==> src/rtl/ptts_pkg.sv <==
`timescale 1ns / 1ps

package ptts_pkg;

    localparam int MAX_TASKS = 8;
    localparam int IDX_W     = $clog2(MAX_TASKS);
    localparam int SLOT_W    = 3;
    localparam int TAG_W     = 8;
    localparam int MS_W      = 16;
    localparam int TICK_W    = 10;
    localparam int PEND_W    = 8;
    localparam logic [TICK_W-1:0] TICK_MS_RESET = TICK_W'(10);

    typedef enum logic [1:0] {
        CMD_TICK     = 2'd0,
        CMD_ADD      = 2'd1,
        CMD_DELETE   = 2'd2,
        CMD_DISPATCH = 2'd3
    } cmd_t;

    typedef enum logic [2:0] {
        ST_ADDED     = 3'd0,
        ST_FULL      = 3'd1,
        ST_DEL_USED  = 3'd2,
        ST_DEL_EMPTY = 3'd3,
        ST_DUE       = 3'd4,
        ST_NONE      = 3'd5,
        ST_TICK      = 3'd6
    } status_t;

    typedef enum logic [2:0] {
        S_IDLE,
        S_DIVIDE,
        S_TICK_WALK,
        S_DISP_WALK,
        S_FINISH
    } state_t;

    typedef struct packed {
        logic             load;
        logic             step_tick;
        logic             step_disp;
        logic             finish;
        logic [IDX_W-1:0] idx;
    } dp_cmd_t;

    typedef struct packed {
        logic out_busy;
        logic div_done;
        logic cur_pending;
        logic any_posted;
    } dp_stat_t;

endpackage

==> src/rtl/ptts_div.sv <==
`timescale 1ns / 1ps

module ptts_div import ptts_pkg::*; (
    input  logic              aclk,
    input  logic              aresetn,
    input  logic              start,
    input  logic [MS_W-1:0]   num_a,
    input  logic [MS_W-1:0]   num_b,
    input  logic [TICK_W-1:0] den,
    output logic              done,
    output logic [MS_W-1:0]   quo_a,
    output logic [MS_W-1:0]   quo_b
);

    localparam int CNT_W = $clog2(MS_W);

    logic              run_reg, run_next;
    logic              done_reg, done_next;
    logic [CNT_W-1:0]  cnt_reg, cnt_next;
    logic [TICK_W-1:0] den_reg;
    logic [TICK_W-1:0] rem_a_reg, rem_a_next, rem_b_reg, rem_b_next;
    logic [MS_W-1:0]   q_a_reg, q_a_next, q_b_reg, q_b_next;

    function automatic logic [TICK_W+MS_W-1:0] div_step(
        input logic [TICK_W-1:0] rem,
        input logic [MS_W-1:0]   q,
        input logic [TICK_W-1:0] d
    );
        logic [TICK_W:0] shifted;
        logic [TICK_W:0] diff;
        logic            fits;
        shifted = {rem, q[MS_W-1]};
        diff    = shifted - {1'b0, d};
        fits    = (shifted >= {1'b0, d});
        if (fits) begin
            div_step = {diff[TICK_W-1:0], q[MS_W-2:0], 1'b1};
        end else begin
            div_step = {shifted[TICK_W-1:0], q[MS_W-2:0], 1'b0};
        end
    endfunction

    always_comb begin
        run_next   = run_reg;
        done_next  = 1'b0;
        cnt_next   = cnt_reg;
        rem_a_next = rem_a_reg;
        rem_b_next = rem_b_reg;
        q_a_next   = q_a_reg;
        q_b_next   = q_b_reg;
        if (start) begin
            run_next   = 1'b1;
            cnt_next   = '0;
            rem_a_next = '0;
            rem_b_next = '0;
            q_a_next   = num_a;
            q_b_next   = num_b;
        end else if (run_reg) begin
            {rem_a_next, q_a_next} = div_step(rem_a_reg, q_a_reg, den_reg);
            {rem_b_next, q_b_next} = div_step(rem_b_reg, q_b_reg, den_reg);
            cnt_next = cnt_reg + 1'b1;
            if (cnt_reg == CNT_W'(MS_W - 1)) begin
                run_next  = 1'b0;
                done_next = 1'b1;
            end
        end
    end

    always_ff @(posedge aclk) begin
        if (!aresetn) begin
            run_reg  <= 1'b0;
            done_reg <= 1'b0;
            cnt_reg  <= '0;
        end else begin
            run_reg  <= run_next;
            done_reg <= done_next;
            cnt_reg  <= cnt_next;
        end
        if (start) begin
            den_reg <= den;
        end
        rem_a_reg <= rem_a_next;
        rem_b_reg <= rem_b_next;
        q_a_reg   <= q_a_next;
        q_b_reg   <= q_b_next;
    end

    assign done  = done_reg;
    assign quo_a = q_a_reg;
    assign quo_b = q_b_reg;

endmodule

==> src/rtl/ptts_datapath.sv <==
`timescale 1ns / 1ps

module ptts_datapath import ptts_pkg::*; (
    input  logic              aclk,
    input  logic              aresetn,
    input  dp_cmd_t           cmd,
    output dp_stat_t          stat,
    input  logic              cfg_we,
    input  logic [TICK_W-1:0] cfg_wdata,
    input  logic [1:0]        s_command,
    input  logic [TAG_W-1:0]  s_task_tag,
    input  logic [MS_W-1:0]   s_delay_ms,
    input  logic [MS_W-1:0]   s_period_ms,
    input  logic [SLOT_W-1:0] s_slot,
    output logic              m_valid,
    input  logic              m_ready,
    output logic [2:0]        m_status,
    output logic [SLOT_W-1:0] m_slot_index,
    output logic [TAG_W-1:0]  m_due_tag,
    output logic              m_last
);

    logic [TICK_W-1:0] tick_ms_reg;
    logic [TICK_W-1:0] divisor;

    cmd_t              cmd_reg;
    logic [TAG_W-1:0]  tag_in_reg;
    logic [SLOT_W-1:0] sel_reg;
    logic              any_posted_reg;

    logic [MAX_TASKS-1:0] used_reg, used_next;
    logic [TAG_W-1:0]     tag_reg  [MAX_TASKS], tag_next  [MAX_TASKS];
    logic [MS_W-1:0]      cd_reg   [MAX_TASKS], cd_next   [MAX_TASKS];
    logic [MS_W-1:0]      rld_reg  [MAX_TASKS], rld_next  [MAX_TASKS];
    logic [PEND_W-1:0]    pend_reg [MAX_TASKS], pend_next [MAX_TASKS];

    logic              out_valid_reg;
    status_t           out_status_reg;
    logic [SLOT_W-1:0] out_slot_reg;
    logic [TAG_W-1:0]  out_tag_reg;
    logic              out_last_reg;

    logic              post;
    status_t           post_status;
    logic [SLOT_W-1:0] post_slot;
    logic [TAG_W-1:0]  post_tag;
    logic              post_last;

    logic              div_done;
    logic [MS_W-1:0]   quo_delay, quo_period;

    logic [MAX_TASKS-1:0] pend_nz;
    logic                 higher_pending;
    logic                 full;
    logic [IDX_W-1:0]     free_idx;
    logic [MS_W-1:0]      cd_dec;
    logic                 sel_ok;
    logic [IDX_W-1:0]     sel_idx;

    assign divisor = (tick_ms_reg == '0) ? TICK_W'(1) : tick_ms_reg;

    ptts_div u_div (
        .aclk    (aclk),
        .aresetn (aresetn),
        .start   (cmd.load && (cmd_t'(s_command) == CMD_ADD)),
        .num_a   (s_delay_ms),
        .num_b   (s_period_ms),
        .den     (divisor),
        .done    (div_done),
        .quo_a   (quo_delay),
        .quo_b   (quo_period)
    );

    always_comb begin
        full     = 1'b1;
        free_idx = '0;
        for (int i = MAX_TASKS - 1; i >= 0; i--) begin
            pend_nz[i] = (pend_reg[i] != '0);
            if (!used_reg[i]) begin
                full     = 1'b0;
                free_idx = IDX_W'(i);
            end
        end
        higher_pending = 1'b0;
        for (int j = 0; j < MAX_TASKS; j++) begin
            if ((j > int'(cmd.idx)) && pend_nz[j]) begin
                higher_pending = 1'b1;
            end
        end
    end

    assign cd_dec  = cd_reg[cmd.idx] - 1'b1;
    assign sel_ok  = (int'(sel_reg) < MAX_TASKS);
    assign sel_idx = sel_reg[IDX_W-1:0];

    always_comb begin
        used_next   = used_reg;
        tag_next    = tag_reg;
        cd_next     = cd_reg;
        rld_next    = rld_reg;
        pend_next   = pend_reg;
        post        = 1'b0;
        post_status = ST_TICK;
        post_slot   = '0;
        post_tag    = '0;
        post_last   = 1'b1;

        if (cmd.step_tick) begin
            if (used_reg[cmd.idx] && (cd_reg[cmd.idx] != '0)) begin
                if (cd_dec == '0) begin
                    if (pend_reg[cmd.idx] != '1) begin
                        pend_next[cmd.idx] = pend_reg[cmd.idx] + 1'b1;
                    end
                    cd_next[cmd.idx] = rld_reg[cmd.idx];
                end else begin
                    cd_next[cmd.idx] = cd_dec;
                end
            end
        end

        if (cmd.step_disp && pend_nz[cmd.idx]) begin
            post        = 1'b1;
            post_status = ST_DUE;
            post_slot   = SLOT_W'(cmd.idx);
            post_tag    = tag_reg[cmd.idx];
            post_last   = !higher_pending;
            if (rld_reg[cmd.idx] == '0) begin
                used_next[cmd.idx] = 1'b0;
                tag_next[cmd.idx]  = '0;
                cd_next[cmd.idx]   = '0;
                rld_next[cmd.idx]  = '0;
                pend_next[cmd.idx] = '0;
            end else begin
                pend_next[cmd.idx] = pend_reg[cmd.idx] - 1'b1;
            end
        end

        if (cmd.finish) begin
            post = 1'b1;
            case (cmd_reg)
                CMD_TICK: begin
                    post_status = ST_TICK;
                end
                CMD_ADD: begin
                    if (full) begin
                        post_status = ST_FULL;
                    end else begin
                        post_status         = ST_ADDED;
                        post_slot           = SLOT_W'(free_idx);
                        used_next[free_idx] = 1'b1;
                        tag_next[free_idx]  = tag_in_reg;
                        cd_next[free_idx]   = (quo_delay == '0) ? MS_W'(1) : quo_delay;
                        rld_next[free_idx]  = quo_period;
                        pend_next[free_idx] = '0;
                    end
                end
                CMD_DELETE: begin
                    post_slot   = sel_reg;
                    post_status = ST_DEL_EMPTY;
                    if (sel_ok) begin
                        if (used_reg[sel_idx]) begin
                            post_status = ST_DEL_USED;
                        end
                        used_next[sel_idx] = 1'b0;
                        tag_next[sel_idx]  = '0;
                        cd_next[sel_idx]   = '0;
                        rld_next[sel_idx]  = '0;
                        pend_next[sel_idx] = '0;
                    end
                end
                default: begin
                    post_status = ST_NONE;
                end
            endcase
        end
    end

    always_ff @(posedge aclk) begin
        if (!aresetn) begin
            tick_ms_reg    <= TICK_MS_RESET;
            any_posted_reg <= 1'b0;
            out_valid_reg  <= 1'b0;
            used_reg       <= '0;
            for (int i = 0; i < MAX_TASKS; i++) begin
                tag_reg[i]  <= '0;
                cd_reg[i]   <= '0;
                rld_reg[i]  <= '0;
                pend_reg[i] <= '0;
            end
        end else begin
            if (cfg_we) begin
                tick_ms_reg <= cfg_wdata;
            end
            if (cmd.load) begin
                any_posted_reg <= 1'b0;
            end else if (post) begin
                any_posted_reg <= 1'b1;
            end
            if (post) begin
                out_valid_reg <= 1'b1;
            end else if (m_ready) begin
                out_valid_reg <= 1'b0;
            end
            used_reg <= used_next;
            tag_reg  <= tag_next;
            cd_reg   <= cd_next;
            rld_reg  <= rld_next;
            pend_reg <= pend_next;
        end
        if (cmd.load) begin
            cmd_reg    <= cmd_t'(s_command);
            tag_in_reg <= s_task_tag;
            sel_reg    <= s_slot;
        end
        if (post) begin
            out_status_reg <= post_status;
            out_slot_reg   <= post_slot;
            out_tag_reg    <= post_tag;
            out_last_reg   <= post_last;
        end
    end

    assign stat.out_busy    = out_valid_reg && !m_ready;
    assign stat.div_done    = div_done;
    assign stat.cur_pending = pend_nz[cmd.idx];
    assign stat.any_posted  = any_posted_reg;

    assign m_valid      = out_valid_reg;
    assign m_status     = out_status_reg;
    assign m_slot_index = out_slot_reg;
    assign m_due_tag    = out_tag_reg;
    assign m_last       = out_last_reg;

endmodule

==> src/rtl/ptts_ctrl.sv <==
`timescale 1ns / 1ps

module ptts_ctrl import ptts_pkg::*; (
    input  logic       aclk,
    input  logic       aresetn,
    input  logic       s_valid,
    input  logic [1:0] s_command,
    output logic       s_ready,
    input  dp_stat_t   stat,
    output dp_cmd_t    cmd
);

    state_t           state_reg, state_next;
    logic [IDX_W-1:0] walk_reg, walk_next;
    logic             accept;
    logic             walk_end;
    logic             disp_stall;

    assign accept     = s_valid && (state_reg == S_IDLE);
    assign walk_end   = (walk_reg == IDX_W'(MAX_TASKS - 1));
    assign disp_stall = stat.cur_pending && stat.out_busy;

    always_comb begin
        state_next = state_reg;
        walk_next  = walk_reg;
        case (state_reg)
            S_IDLE: begin
                walk_next = '0;
                if (accept) begin
                    case (cmd_t'(s_command))
                        CMD_TICK:   state_next = S_TICK_WALK;
                        CMD_ADD:    state_next = S_DIVIDE;
                        CMD_DELETE: state_next = S_FINISH;
                        default:    state_next = S_DISP_WALK;
                    endcase
                end
            end
            S_DIVIDE: begin
                if (stat.div_done) begin
                    state_next = S_FINISH;
                end
            end
            S_TICK_WALK: begin
                walk_next = walk_reg + 1'b1;
                if (walk_end) begin
                    state_next = S_FINISH;
                end
            end
            S_DISP_WALK: begin
                if (!disp_stall) begin
                    walk_next = walk_reg + 1'b1;
                    if (walk_end) begin
                        state_next = (stat.any_posted || stat.cur_pending) ? S_IDLE : S_FINISH;
                    end
                end
            end
            S_FINISH: begin
                if (!stat.out_busy) begin
                    state_next = S_IDLE;
                end
            end
            default: begin
                state_next = S_IDLE;
            end
        endcase
    end

    always_comb begin
        s_ready        = 1'b0;
        cmd.load       = 1'b0;
        cmd.step_tick  = 1'b0;
        cmd.step_disp  = 1'b0;
        cmd.finish     = 1'b0;
        cmd.idx        = walk_reg;
        case (state_reg)
            S_IDLE: begin
                s_ready  = 1'b1;
                cmd.load = s_valid;
            end
            S_TICK_WALK: begin
                cmd.step_tick = 1'b1;
            end
            S_DISP_WALK: begin
                cmd.step_disp = !disp_stall;
            end
            S_FINISH: begin
                cmd.finish = !stat.out_busy;
            end
            default: begin
                s_ready = 1'b0;
            end
        endcase
    end

    always_ff @(posedge aclk) begin
        if (!aresetn) begin
            state_reg <= S_IDLE;
            walk_reg  <= '0;
        end else begin
            state_reg <= state_next;
            walk_reg  <= walk_next;
        end
    end

endmodule

==> src/rtl/periodic_task_tick_scheduler_unit.sv <==
`timescale 1ns / 1ps
// channel   handshake          payload
// s_        s_valid/s_ready    command, task_tag, delay_ms, period_ms, slot
// m_        m_valid/m_ready    status, slot_index, due_tag, last
// cfg_      cfg_we             cfg_wdata (tick_ms)
//
// one command at a time; delete goes straight to its result, tick walks the 8 slots,
// add runs the 16-step radix-2 divider, dispatch walks the slots (none when none is due)
// a result waits in the output register while the next transaction is accepted
// aresetn is synchronous; it clears the slot table and sets tick_ms to 10
// m_ready low holds the dispatch walk on the next due slot and the final result

module periodic_task_tick_scheduler_unit import ptts_pkg::*; (
    input  logic              aclk,
    input  logic              aresetn,
    input  logic              cfg_we,
    input  logic [TICK_W-1:0] cfg_wdata,
    input  logic              s_valid,
    output logic              s_ready,
    input  logic [1:0]        s_command,
    input  logic [TAG_W-1:0]  s_task_tag,
    input  logic [MS_W-1:0]   s_delay_ms,
    input  logic [MS_W-1:0]   s_period_ms,
    input  logic [SLOT_W-1:0] s_slot,
    output logic              m_valid,
    input  logic              m_ready,
    output logic [2:0]        m_status,
    output logic [SLOT_W-1:0] m_slot_index,
    output logic [TAG_W-1:0]  m_due_tag,
    output logic              m_last
);

    dp_cmd_t  cmd;
    dp_stat_t stat;

    ptts_ctrl u_ctrl (
        .aclk      (aclk),
        .aresetn   (aresetn),
        .s_valid   (s_valid),
        .s_command (s_command),
        .s_ready   (s_ready),
        .stat      (stat),
        .cmd       (cmd)
    );

    ptts_datapath u_dp (
        .aclk         (aclk),
        .aresetn      (aresetn),
        .cmd          (cmd),
        .stat         (stat),
        .cfg_we       (cfg_we),
        .cfg_wdata    (cfg_wdata),
        .s_command    (s_command),
        .s_task_tag   (s_task_tag),
        .s_delay_ms   (s_delay_ms),
        .s_period_ms  (s_period_ms),
        .s_slot       (s_slot),
        .m_valid      (m_valid),
        .m_ready      (m_ready),
        .m_status     (m_status),
        .m_slot_index (m_slot_index),
        .m_due_tag    (m_due_tag),
        .m_last       (m_last)
    );

endmodule

==> config.mk <==
export PLATFORM = sky130hd
export DESIGN_NAME = periodic_task_tick_scheduler_unit
export DESIGN_NICKNAME = d
export VERILOG_FILES = /design/src/rtl/ptts_pkg.sv /design/src/rtl/ptts_div.sv /design/src/rtl/ptts_datapath.sv /design/src/rtl/ptts_ctrl.sv /design/src/rtl/periodic_task_tick_scheduler_unit.sv
export SDC_FILE = /design/constraint.sdc
export NUM_CORES = 2
export LEC_CHECK = 0
export ABC_AREA = 1
export BUFFER_PORTS_ARGS = -buffer_cell sky130_fd_sc_hd__buf_2
export CAP_MARGIN = 25
export CELL_PAD_IN_SITES_DETAIL_PLACEMENT = 1
export CELL_PAD_IN_SITES_GLOBAL_PLACEMENT = 1
export CORE_ASPECT_RATIO = 1.5
export CORE_MARGIN = 2
export CORE_UTILIZATION = 42
export CTS_BUF_LIST = sky130_fd_sc_hd__clkbuf_2
export CTS_CLUSTER_DIAMETER = 30
export DETAILED_ROUTE_END_ITERATION = 8
export PLACE_DENSITY_LB_ADDON = 0.1
export SLEW_MARGIN = 30
export SYNTH_ARGS = -nofsm -noshare
export SYNTH_HDL_FRONTEND = slang
export SYNTH_SLANG_ARGS = --single-unit
==> constraint.sdc <==
create_clock -name aclk -period 3.4 [get_ports aclk]
set_input_delay 0.17 -clock aclk [delete_from_list [all_inputs] [get_ports aclk]]
set_output_delay 0.17 -clock aclk [all_outputs]
set_load 0.03 [all_outputs]
# Word-level counts from Yosys, hierarchy flattened
# Index checks and enable logic that the tools add are counted.
# W data, S select, Z words.
[word_totals]
in_bits = 60
register_bits = 506
output_inout_bits = 17
elab_cells = 308
[classes]
magnitude_cmp = 21
n_addsub = 7
n_eq_ne = 17
n_mux = 138
n_bitwise = 24
n_reduce_logical = 48
[op_table]
columns = ["op", "n"]
rows = [
  ["$mux W128", 11],
  ["$mux W64", 12],
  ["$and A128 B128 Y128", 4],
  ["$bwmux W128", 4],
  ["$pmux W128 S2", 2],
  ["$and A64 B64 Y64", 5],
  ["$not A128 Y128", 2],
  ["$pmux W64 S2", 2],
  ["$bwmux W64", 3],
  ["$mux W16", 12],
  ["$not A64 Y64", 3],
  ["$demux W16 S3", 3],
  ["$bmux W16 S3", 2],
  ["$mux W8", 11],
  ["$demux W8 S3", 3],
  ["$reduce_bool A8 Y1", 8],
  ["$mux W3", 20],
  ["$mux W26", 2],
  ["$bmux W8 S3", 2],
  ["$logic_not A16 Y1", 3],
  ["$mux W1", 36],
  ["$pmux W3 S3", 3],
  ["$ge A11 B10 Y1", 2],
  ["$sub A10 B10 Y10", 2],
  ["other kinds (45)", 98],
]

# Depth between registers and ports, before layout
[depth]
word_depth = 18
ltp_mapped = 29
depth_no_buf = 26

# Hierarchy
# A second synthesis with hierarchy kept.
[hier_totals]
cells_unflattened = 4581
hier_area_um2 = 29570.9
[modules_own_cells]
columns = ["module", "area_each_um2", "cells_each", "seq_area_each_um2", "instances"]
rows = [
  ["ptts_datapath", 24957.7, 3968, 8928.6, 1],
  ["ptts_div", 4102.7, 535, 1781.7, 1],
  ["ptts_ctrl", 510.5, 78, 120.1, 1],
]

# Least setup slack after synthesis
# Ideal clock, no wire load.
[synth_timing]
path_kind = "register to register"
startpoint = "register u_ctrl.walk_reg[2]"
endpoint = "register u_dp.pend_reg[33] (netlist bit)"
synth_period_minus_slack_ns = 3.162
stages_incl_launch_ff = 21
setup_slack_ns = 0.238
required_ns = 3.291
arrival_time_ns = 3.053
n_path_buf = 5
setup_time_ns = 0.109
path_cell_list = "dfxtp_1 buf_4 nor2_4 buf_4 nand2_1 buf_4 buf_4 buf_2 o22ai_1 nor2_1 nand2_1 inv_1 ha_1 nand2_1 nor2_4 nor2_1 nand2_2 nand2_1 o211ai_1 nand2_1 inv_1"
[synth_via]
elab_chain_len = 17
word_cells_on_any_way = 46
classes_between = "add/sub: 3; order compare: 2; eq/ne: 1; mux: 27; bitwise: 5; reduce/logical: 8"
[synth_rtl]
columns = ["element", "line_no", "text"]
rows = [
  ["start, declared", "ptts_ctrl.sv:14", "logic [IDX_W-1:0] walk_reg, walk_next;"],
  ["start signal, assigned", "ptts_ctrl.sv:101", "walk_reg <= walk_next;"],
  ["parallel branches: the longest is 12 deep, another holds $sub A16 B1 Y16", "-", ""],
  ["$mux W64 (*)", "ptts_datapath.sv:121", "if (cmd.step_disp && pend_nz[cmd.idx]) begin"],
  ["$and A64 B64 Y64 (no source line)", "-", ""],
  ["$mux W64", "ptts_datapath.sv:145", "if (full) begin"],
  ["$pmux W64 S2", "ptts_datapath.sv:140", "case (cmd_reg)"],
  ["$mux W64 (*)", "ptts_datapath.sv:138", "if (cmd.finish) begin"],
  ["end signal, assigned", "ptts_datapath.sv:208", "pend_reg <= pend_next;"],
  ["end, declared", "ptts_datapath.sv:35", "logic [PEND_W-1:0] pend_reg [MAX_TASKS], pend_next [MAX_TASKS];"],
]
# Mark *: on every way between the ends. The select of a mux whose other input is x is not followed.
# A chain may end at the register's enable or synchronous reset.

# Final worst setup path
[layout_timing]
startpoint = "register u_ctrl.walk_reg[0]"
endpoint = "register u_dp.cd_reg[85] (netlist bit)"
[layout_via]
elab_chain_len = 16
word_cells_on_any_way = 39
classes_between = "add/sub: 1; order compare: 2; mux: 24; bitwise: 4; reduce/logical: 8"
[layout_rtl]
columns = ["element", "line_no", "text"]
rows = [
  ["$not A3 Y4 (not written as such)", "-", ""],
  ["$bmux W16 S3 (tied with other cells)", "ptts_datapath.sv:92, ptts_datapath.sv:109", ""],
  ["$mux W16 (not written as such) / $logic_and A1 B1 Y1 (equally long branches)", "-", ""],
  ["$mux W16 (on tied branches)", "-", ""],
  ["$sub A16 B1 Y16 / $demux W16 S3 (equally long branches)", "-", ""],
  ["$logic_not A16 Y1 (tied with other cells)", "ptts_datapath.sv:110", "if (cd_dec == '0) begin"],
  ["$mux W128", "ptts_datapath.sv:110", ""],
  ["$mux W128", "ptts_datapath.sv:109", "if (used_reg[cmd.idx] && (cd_reg[cmd.idx] != '0)) begin"],
  ["$mux W128", "ptts_datapath.sv:108", "if (cmd.step_tick) begin"],
  ["$and A128 B128 Y128 (no source line)", "-", ""],
  ["$mux W128", "ptts_datapath.sv:127", "if (rld_reg[cmd.idx] == '0) begin"],
  ["$mux W128 (*)", "ptts_datapath.sv:121", ""],
  ["$bwmux W128", "ptts_datapath.sv:152", "cd_next[free_idx] = (quo_delay == '0) ? MS_W'(1) : quo_delay;"],
  ["$mux W128", "ptts_datapath.sv:145", ""],
  ["$pmux W128 S2", "ptts_datapath.sv:140", ""],
  ["$mux W128 (*)", "ptts_datapath.sv:138", ""],
  ["end signal, assigned", "ptts_datapath.sv:206", "cd_reg <= cd_next;"],
  ["end, declared", "ptts_datapath.sv:33", "logic [MS_W-1:0] cd_reg [MAX_TASKS], cd_next [MAX_TASKS];"],
]
# Mark *: on every way between the ends. The rest lies on a longest branch, timed or not. The select of a mux whose other input is x is not followed.

==> qor.log <==
qor: logic_synthesis.ys_ff_latch 506
qor: sta.period_needed 3.60 ns
qor: finish.final_cell_area 41500 um^2
qor: global_route.grt_pass1_vias 42000
qor: power_and_ir_drop.seq_power_share 16.8%
qor: sta.timing.final.ws_setup -0.202 ns
qor: global_route.antenna_violations_before_repair 26
qor: logic_synthesis.synth_enable_flop_cells 70
qor: logic_synthesis.area_share_of_and_or_nand_nor_cells_after_synthesis 31.8%
qor: logic_synthesis.syn_area 31100 um^2
qor: outcome.violated_checks setup timing
qor: finish.share_of_cells_above_drive_strength_1 19.3%
qor: sta.fin_worst_hold_slack 0.0761 ns
qor: sta.fin_tns_setup -1.40 ns
qor: job.max_cap_violations 0
qor: global_route.grt_pass1_wl 276 mm
qor: power_and_ir_drop.net-switching-power 24.5 mW
qor: floorplanning.placement_rows 122
qor: global_route.global_router_s_overall_resource_usage 50.2%
qor: logic_synthesis.syn_inst 4910
qor: logic_synthesis.synth.cells.most_frequent sky130_fd_sc_hd__nand2_1 (1587), sky130_fd_sc_hd__a21oi_1 (563), sky130_fd_sc_hd__inv_1 (491), sky130_fd_sc_hd__dfxtp_1 (436), sky130_fd_sc_hd__nor2_1 (351)
qor: floorplanning.die_x 226 um
qor: worst_setup_path.reg2reg_depth 21
qor: floorplanning.floorplan.initialDensity 42.2%
qor: worst_setup_path.critical_path.max_fanout 9
qor: sta.finClkSkew 0.162 ns
qor: clock_tree.cts_root_buf sky130_fd_sc_hd__clkbuf_2
qor: clock_tree.cts_made_buffers 145
qor: worst_setup_path.path_class flip-flop to flip-flop
qor: sta.timing.final.setup_violations 46
qor: worst_setup_path.worst-r2r-setup-slack -0.20 ns
qor: power_and_ir_drop.cellInternalPower 20.9 mW
qor: logic_synthesis.synthesis.nets 5008
qor: finish.final_nets 5740
qor: worst_hold_path.min-delay-path-class input pin to flip-flop
qor: drt.routed-via-count 41900
qor: power_and_ir_drop.share_clk_of_total_power 11.2%
qor: worst_setup_path.worst_r2r_startpoint u_ctrl.walk_reg[0]$_SDFFE_PN0P_
qor: clock_tree.cts_htree_levels 4
qor: sta.timing_worst_slew_pin_value 1.04 ns
qor: finish.area.growth.synth_to_final 33.5%
qor: worst_setup_path.timing.critical_path.cells clkinv_8 -> buf_12 -> nand2_1 -> nand3_1 -> nand2_2 -> nor2_4 -> nand2_2 -> nor2_4 -> buf_4 -> nand4_1 -> nand2_2 -> nand3_1 -> inv_1 -> nand3_1 -> nor2_4 -> buf_12 -> o21ai_0 -> buf_4 -> nand2_1 -> nand3_1 -> a21oi_1
qor: drt.detail_route.first_pass.iterations 8
qor: floorplanning.floorplan.die.height 337 um
qor: worst_hold_path.hold_depth 3
qor: worst_hold_path.timing.hold.worst.start s_command[1]
qor: logic_synthesis.async_reset_ff_share 0%
qor: logic_synthesis.yosysMostFrequentCell sky130_fd_sc_hd__nand2_1
qor: clock_tree.ctsLongestPathBuffers 3
qor: logic_synthesis.combinational_family_with_the_most_area_after_synthesis simple AND/OR/NAND/NOR gates
qor: clock_tree.tritoncts yes
qor: logic_synthesis.synth_adder_area_share 1.58%
qor: drt.detail_route.drc_violations 0
qor: power_and_ir_drop.p_sw_share 54.0%
qor: logic_synthesis.synthMuxAreaShare 0%
qor: worst_setup_path.crit-reg2reg-capture u_dp.cd_reg[85]$_SDFF_PN0_
qor: sta.maxSlewViolCount 0
qor: worst_setup_path.cpMostUsedCell sky130_fd_sc_hd__nand3_1
qor: logic_synthesis.top_cells_by_area_synth sky130_fd_sc_hd__dfxtp_1 (28%), sky130_fd_sc_hd__nand2_1 (19%), sky130_fd_sc_hd__a21oi_1 (9.1%)
qor: sta.grt_setup_unrepaired true
qor: global_route.grt_overflow 0
qor: drt.routedWlPerCell 29.6 um
qor: sta.timing.slew.headroom 30.5%
qor: worst_hold_path.whs_endpoint u_dp.cmd_reg[1]$_DFFE_PP_
qor: sta.fin_crit_sh 106%
qor: worst_setup_path.critPathMaxStageDelay 0.41 ns
qor: logic_synthesis.netlist.top_cell.by_area sky130_fd_sc_hd__dfxtp_1
qor: clock_tree.cts_sinks 506
qor: floorplanning.area_inside_the_core_boundary 73600 um^2
qor: worst_setup_path.worst_path_max_delay_cell sky130_fd_sc_hd__dfxtp_4
qor: placed_design.detailedPlacementHpwl 129 mm
qor: worst_setup_path.crit_required 4.81 ns
qor: power_and_ir_drop.power.density 1100 nW/um^2
qor: placed_design.placed_cell_area 36300 um^2
qor: logic_synthesis.synth-warning-count 0
qor: global_route.grt_max_degree 104
qor: logic_synthesis.part_of_the_yosys_area_used_for_sequential_elements 34.9%
qor: logic_synthesis.post_synth_xor_area_fraction 0.874%
qor: floorplanning.top_level_ports 77
qor: power_and_ir_drop.power.share.combinational 72.0%
qor: drt.routed_via_density 6.20
qor: drt.post_route_ant_nets 0
qor: logic_synthesis.synth_top_area_share 28.1%
qor: logic_synthesis.synth_compound_area_share 20.4%
qor: logic_synthesis.synthDistinctLibCells 61
qor: placed_design.gp_congestion 1.06
qor: drt.routed_wl 200 mm
qor: clock_tree.clk_latency 1.56 ns
qor: worst_setup_path.worst-endpoint-arrival 5.01 ns
qor: power_and_ir_drop.power.ir.vdd_worst 1.17 mV
qor: placed_design.port_buffers 76
qor: logic_synthesis.avgSynthCellArea 6.33 um^2
qor: outcome.outcome finished with violations
qor: floorplanning.floorplan_die_area 76200 um^2
qor: logic_synthesis.predominant_post_synthesis_flop_cell sky130_fd_sc_hd__dfxtp_1
qor: clock_tree.worst_setup_hold_path_clk_slew 0.15 ns
qor: power_and_ir_drop.p_leak 19.1 nW
qor: worst_setup_path.cp_endpoint_kind flip-flop
qor: sta.hold_viol_final 0
qor: drt.first_iter_violations 4378
qor: sta.max_freq 278 MHz
qor: worst_setup_path.critPathLaunchType flip-flop
-- cell type report --
type	instances	area, um^2
flip-flops and latches	506	10800
well taps	992	1240
repair buffers	880	8460
clock buffers	197	986
fillers	9879	32100
multi-input cells	3597	17600
clock inverters	59	342
diodes	17	42.5
inverters	512	1950
-- timing repair --
item                                   4_1_cts  5_1_grt
pin swaps                                    2       76
hold buffers                               210        0
setup buffers                                4       48
cloned                                       2       14
resized for setup                           22      213
setup endpoints to repair                  164      249
endpoints found under the hold margin      565        0
-- cells in the final DEF, fill, tap and decap left out, types with 12 or more instances in the layout --
| master | instances |
|---|---|
| sky130_fd_sc_hd__clkinv_1 | 42 |
| sky130_fd_sc_hd__nor2_1 | 318 |
| sky130_fd_sc_hd__o211ai_1 | 24 |
| sky130_fd_sc_hd__o22ai_1 | 66 |
| sky130_fd_sc_hd__nor2_2 | 31 |
| sky130_fd_sc_hd__a21oi_1 | 558 |
| sky130_fd_sc_hd__dlygate4sd3_1 | 210 |
| sky130_fd_sc_hd__dfxtp_1 | 433 |
| sky130_fd_sc_hd__nand3_2 | 14 |
| sky130_fd_sc_hd__diode_2 | 17 |
| sky130_fd_sc_hd__buf_6 | 28 |
| sky130_fd_sc_hd__a2bb2oi_1 | 26 |
| sky130_fd_sc_hd__nor2_4 | 31 |
| sky130_fd_sc_hd__inv_2 | 20 |
| sky130_fd_sc_hd__buf_2 | 76 |
| sky130_fd_sc_hd__o21ai_0 | 316 |
| sky130_fd_sc_hd__a221oi_1 | 16 |
| sky130_fd_sc_hd__nand2_4 | 14 |
| sky130_fd_sc_hd__clkbuf_2 | 197 |
| sky130_fd_sc_hd__buf_12 | 86 |
| sky130_fd_sc_hd__nand2_1 | 1519 |
| sky130_fd_sc_hd__nand4_1 | 142 |
| sky130_fd_sc_hd__a211oi_1 | 15 |
| sky130_fd_sc_hd__nor4_1 | 23 |
| sky130_fd_sc_hd__edfxtp_1 | 70 |
| sky130_fd_sc_hd__nand3_1 | 177 |
| sky130_fd_sc_hd__clkbuf_16 | 12 |
| sky130_fd_sc_hd__nand2_2 | 70 |
| sky130_fd_sc_hd__inv_1 | 485 |
| sky130_fd_sc_hd__o21bai_1 | 22 |
| sky130_fd_sc_hd__buf_4 | 459 |
| sky130_fd_sc_hd__nor3_1 | 21 |
| sky130_fd_sc_hd__xor2_1 | 26 |
| sky130_fd_sc_hd__ha_1 | 35 |
| sky130_fd_sc_hd__o21ai_1 | 33 |
| sky130_fd_sc_hd__a22oi_1 | 23 |
-- power groups by stage --
stage / clock network (mW) / logic (mW) / registers (mW)
5_1_grt: 5.32 / 33.9 / 7.67
4_1_cts: 4.90 / 26.4 / 7.54
3_5_place_dp: 0 / 25.8 / 7.67
2_1_floorplan: 0 / 13.1 / 7.46
3_3_place_gp: 0 / 25.5 / 7.64
6_report: 5.08 / 32.7 / 7.63
-- cell families after synthesis --
| family | Yosys count |
|---|---|
| compound gates | 1145 |
| xor+xnor | 31 |
| flops | 506 |
| simple gates | 2382 |
| buf+inv | 808 |
| fa+ha+maj | 38 |
-- layer usage --
| metal | vias to the layer above | track usage, % | wire, um |
|---|---|---|---|
| met5 | - | 0.452 | 129 |
| met4 | 12 | 57.6 | 28300 |
| met3 | 1342 | 14.0 | 18600 |
| met2 | 2774 | 81.6 | 90200 |
| met1 | 20100 | 48.0 | 62800 |
| li1 | 17700 | - | - |
-- worst max-delay path, delay by kind of cell (launching register included) --
family | cells | cell delay, ns
buffers and inverters | 6 | 0.80
and+or+nand+nor | 13 | 2.09
AOI/OAI and AO/OA | 2 | 0.24
DFF | 1 | 0.41
-- through the flow --
stage	setup slack [ns]	std cells	total power, mW	util, %
6_report	-0.202	6760	45.4	56.4
4_1_cts	-0.000702	6681	38.9	54.2
3_5_place_dp	-0.238	6209	33.5	49.3
5_1_grt	-0.324	6744	46.8	56.3
2_1_floorplan	0.238	4910	20.5	-
3_3_place_gp	-0.140	6209	33.2	49.3
-- worst max path at each step --
stage	start	to	slack [ns]
floorplan	u_ctrl.walk_reg[2]$_SDFFE_PN0P_	u_dp.pend_reg[33]$_SDFF_PN0_	0.24
global placement	u_ctrl.walk_reg[0]$_SDFFE_PN0P_	u_dp.cd_reg[5]$_SDFF_PN0_	-0.14
detailed placement	u_ctrl.walk_reg[1]$_SDFFE_PN0P_	u_dp.cd_reg[28]$_SDFF_PN0_	-0.24
CTS	u_ctrl.walk_reg[0]$_SDFFE_PN0P_	u_dp.cd_reg[67]$_SDFF_PN0_	-0.0007
global route	u_ctrl.walk_reg[0]$_SDFFE_PN0P_	u_dp.cd_reg[85]$_SDFF_PN0_	-0.32
finish	u_ctrl.walk_reg[0]$_SDFFE_PN0P_	u_dp.cd_reg[85]$_SDFF_PN0_	-0.20
Power figures use the tool's default switching activity.
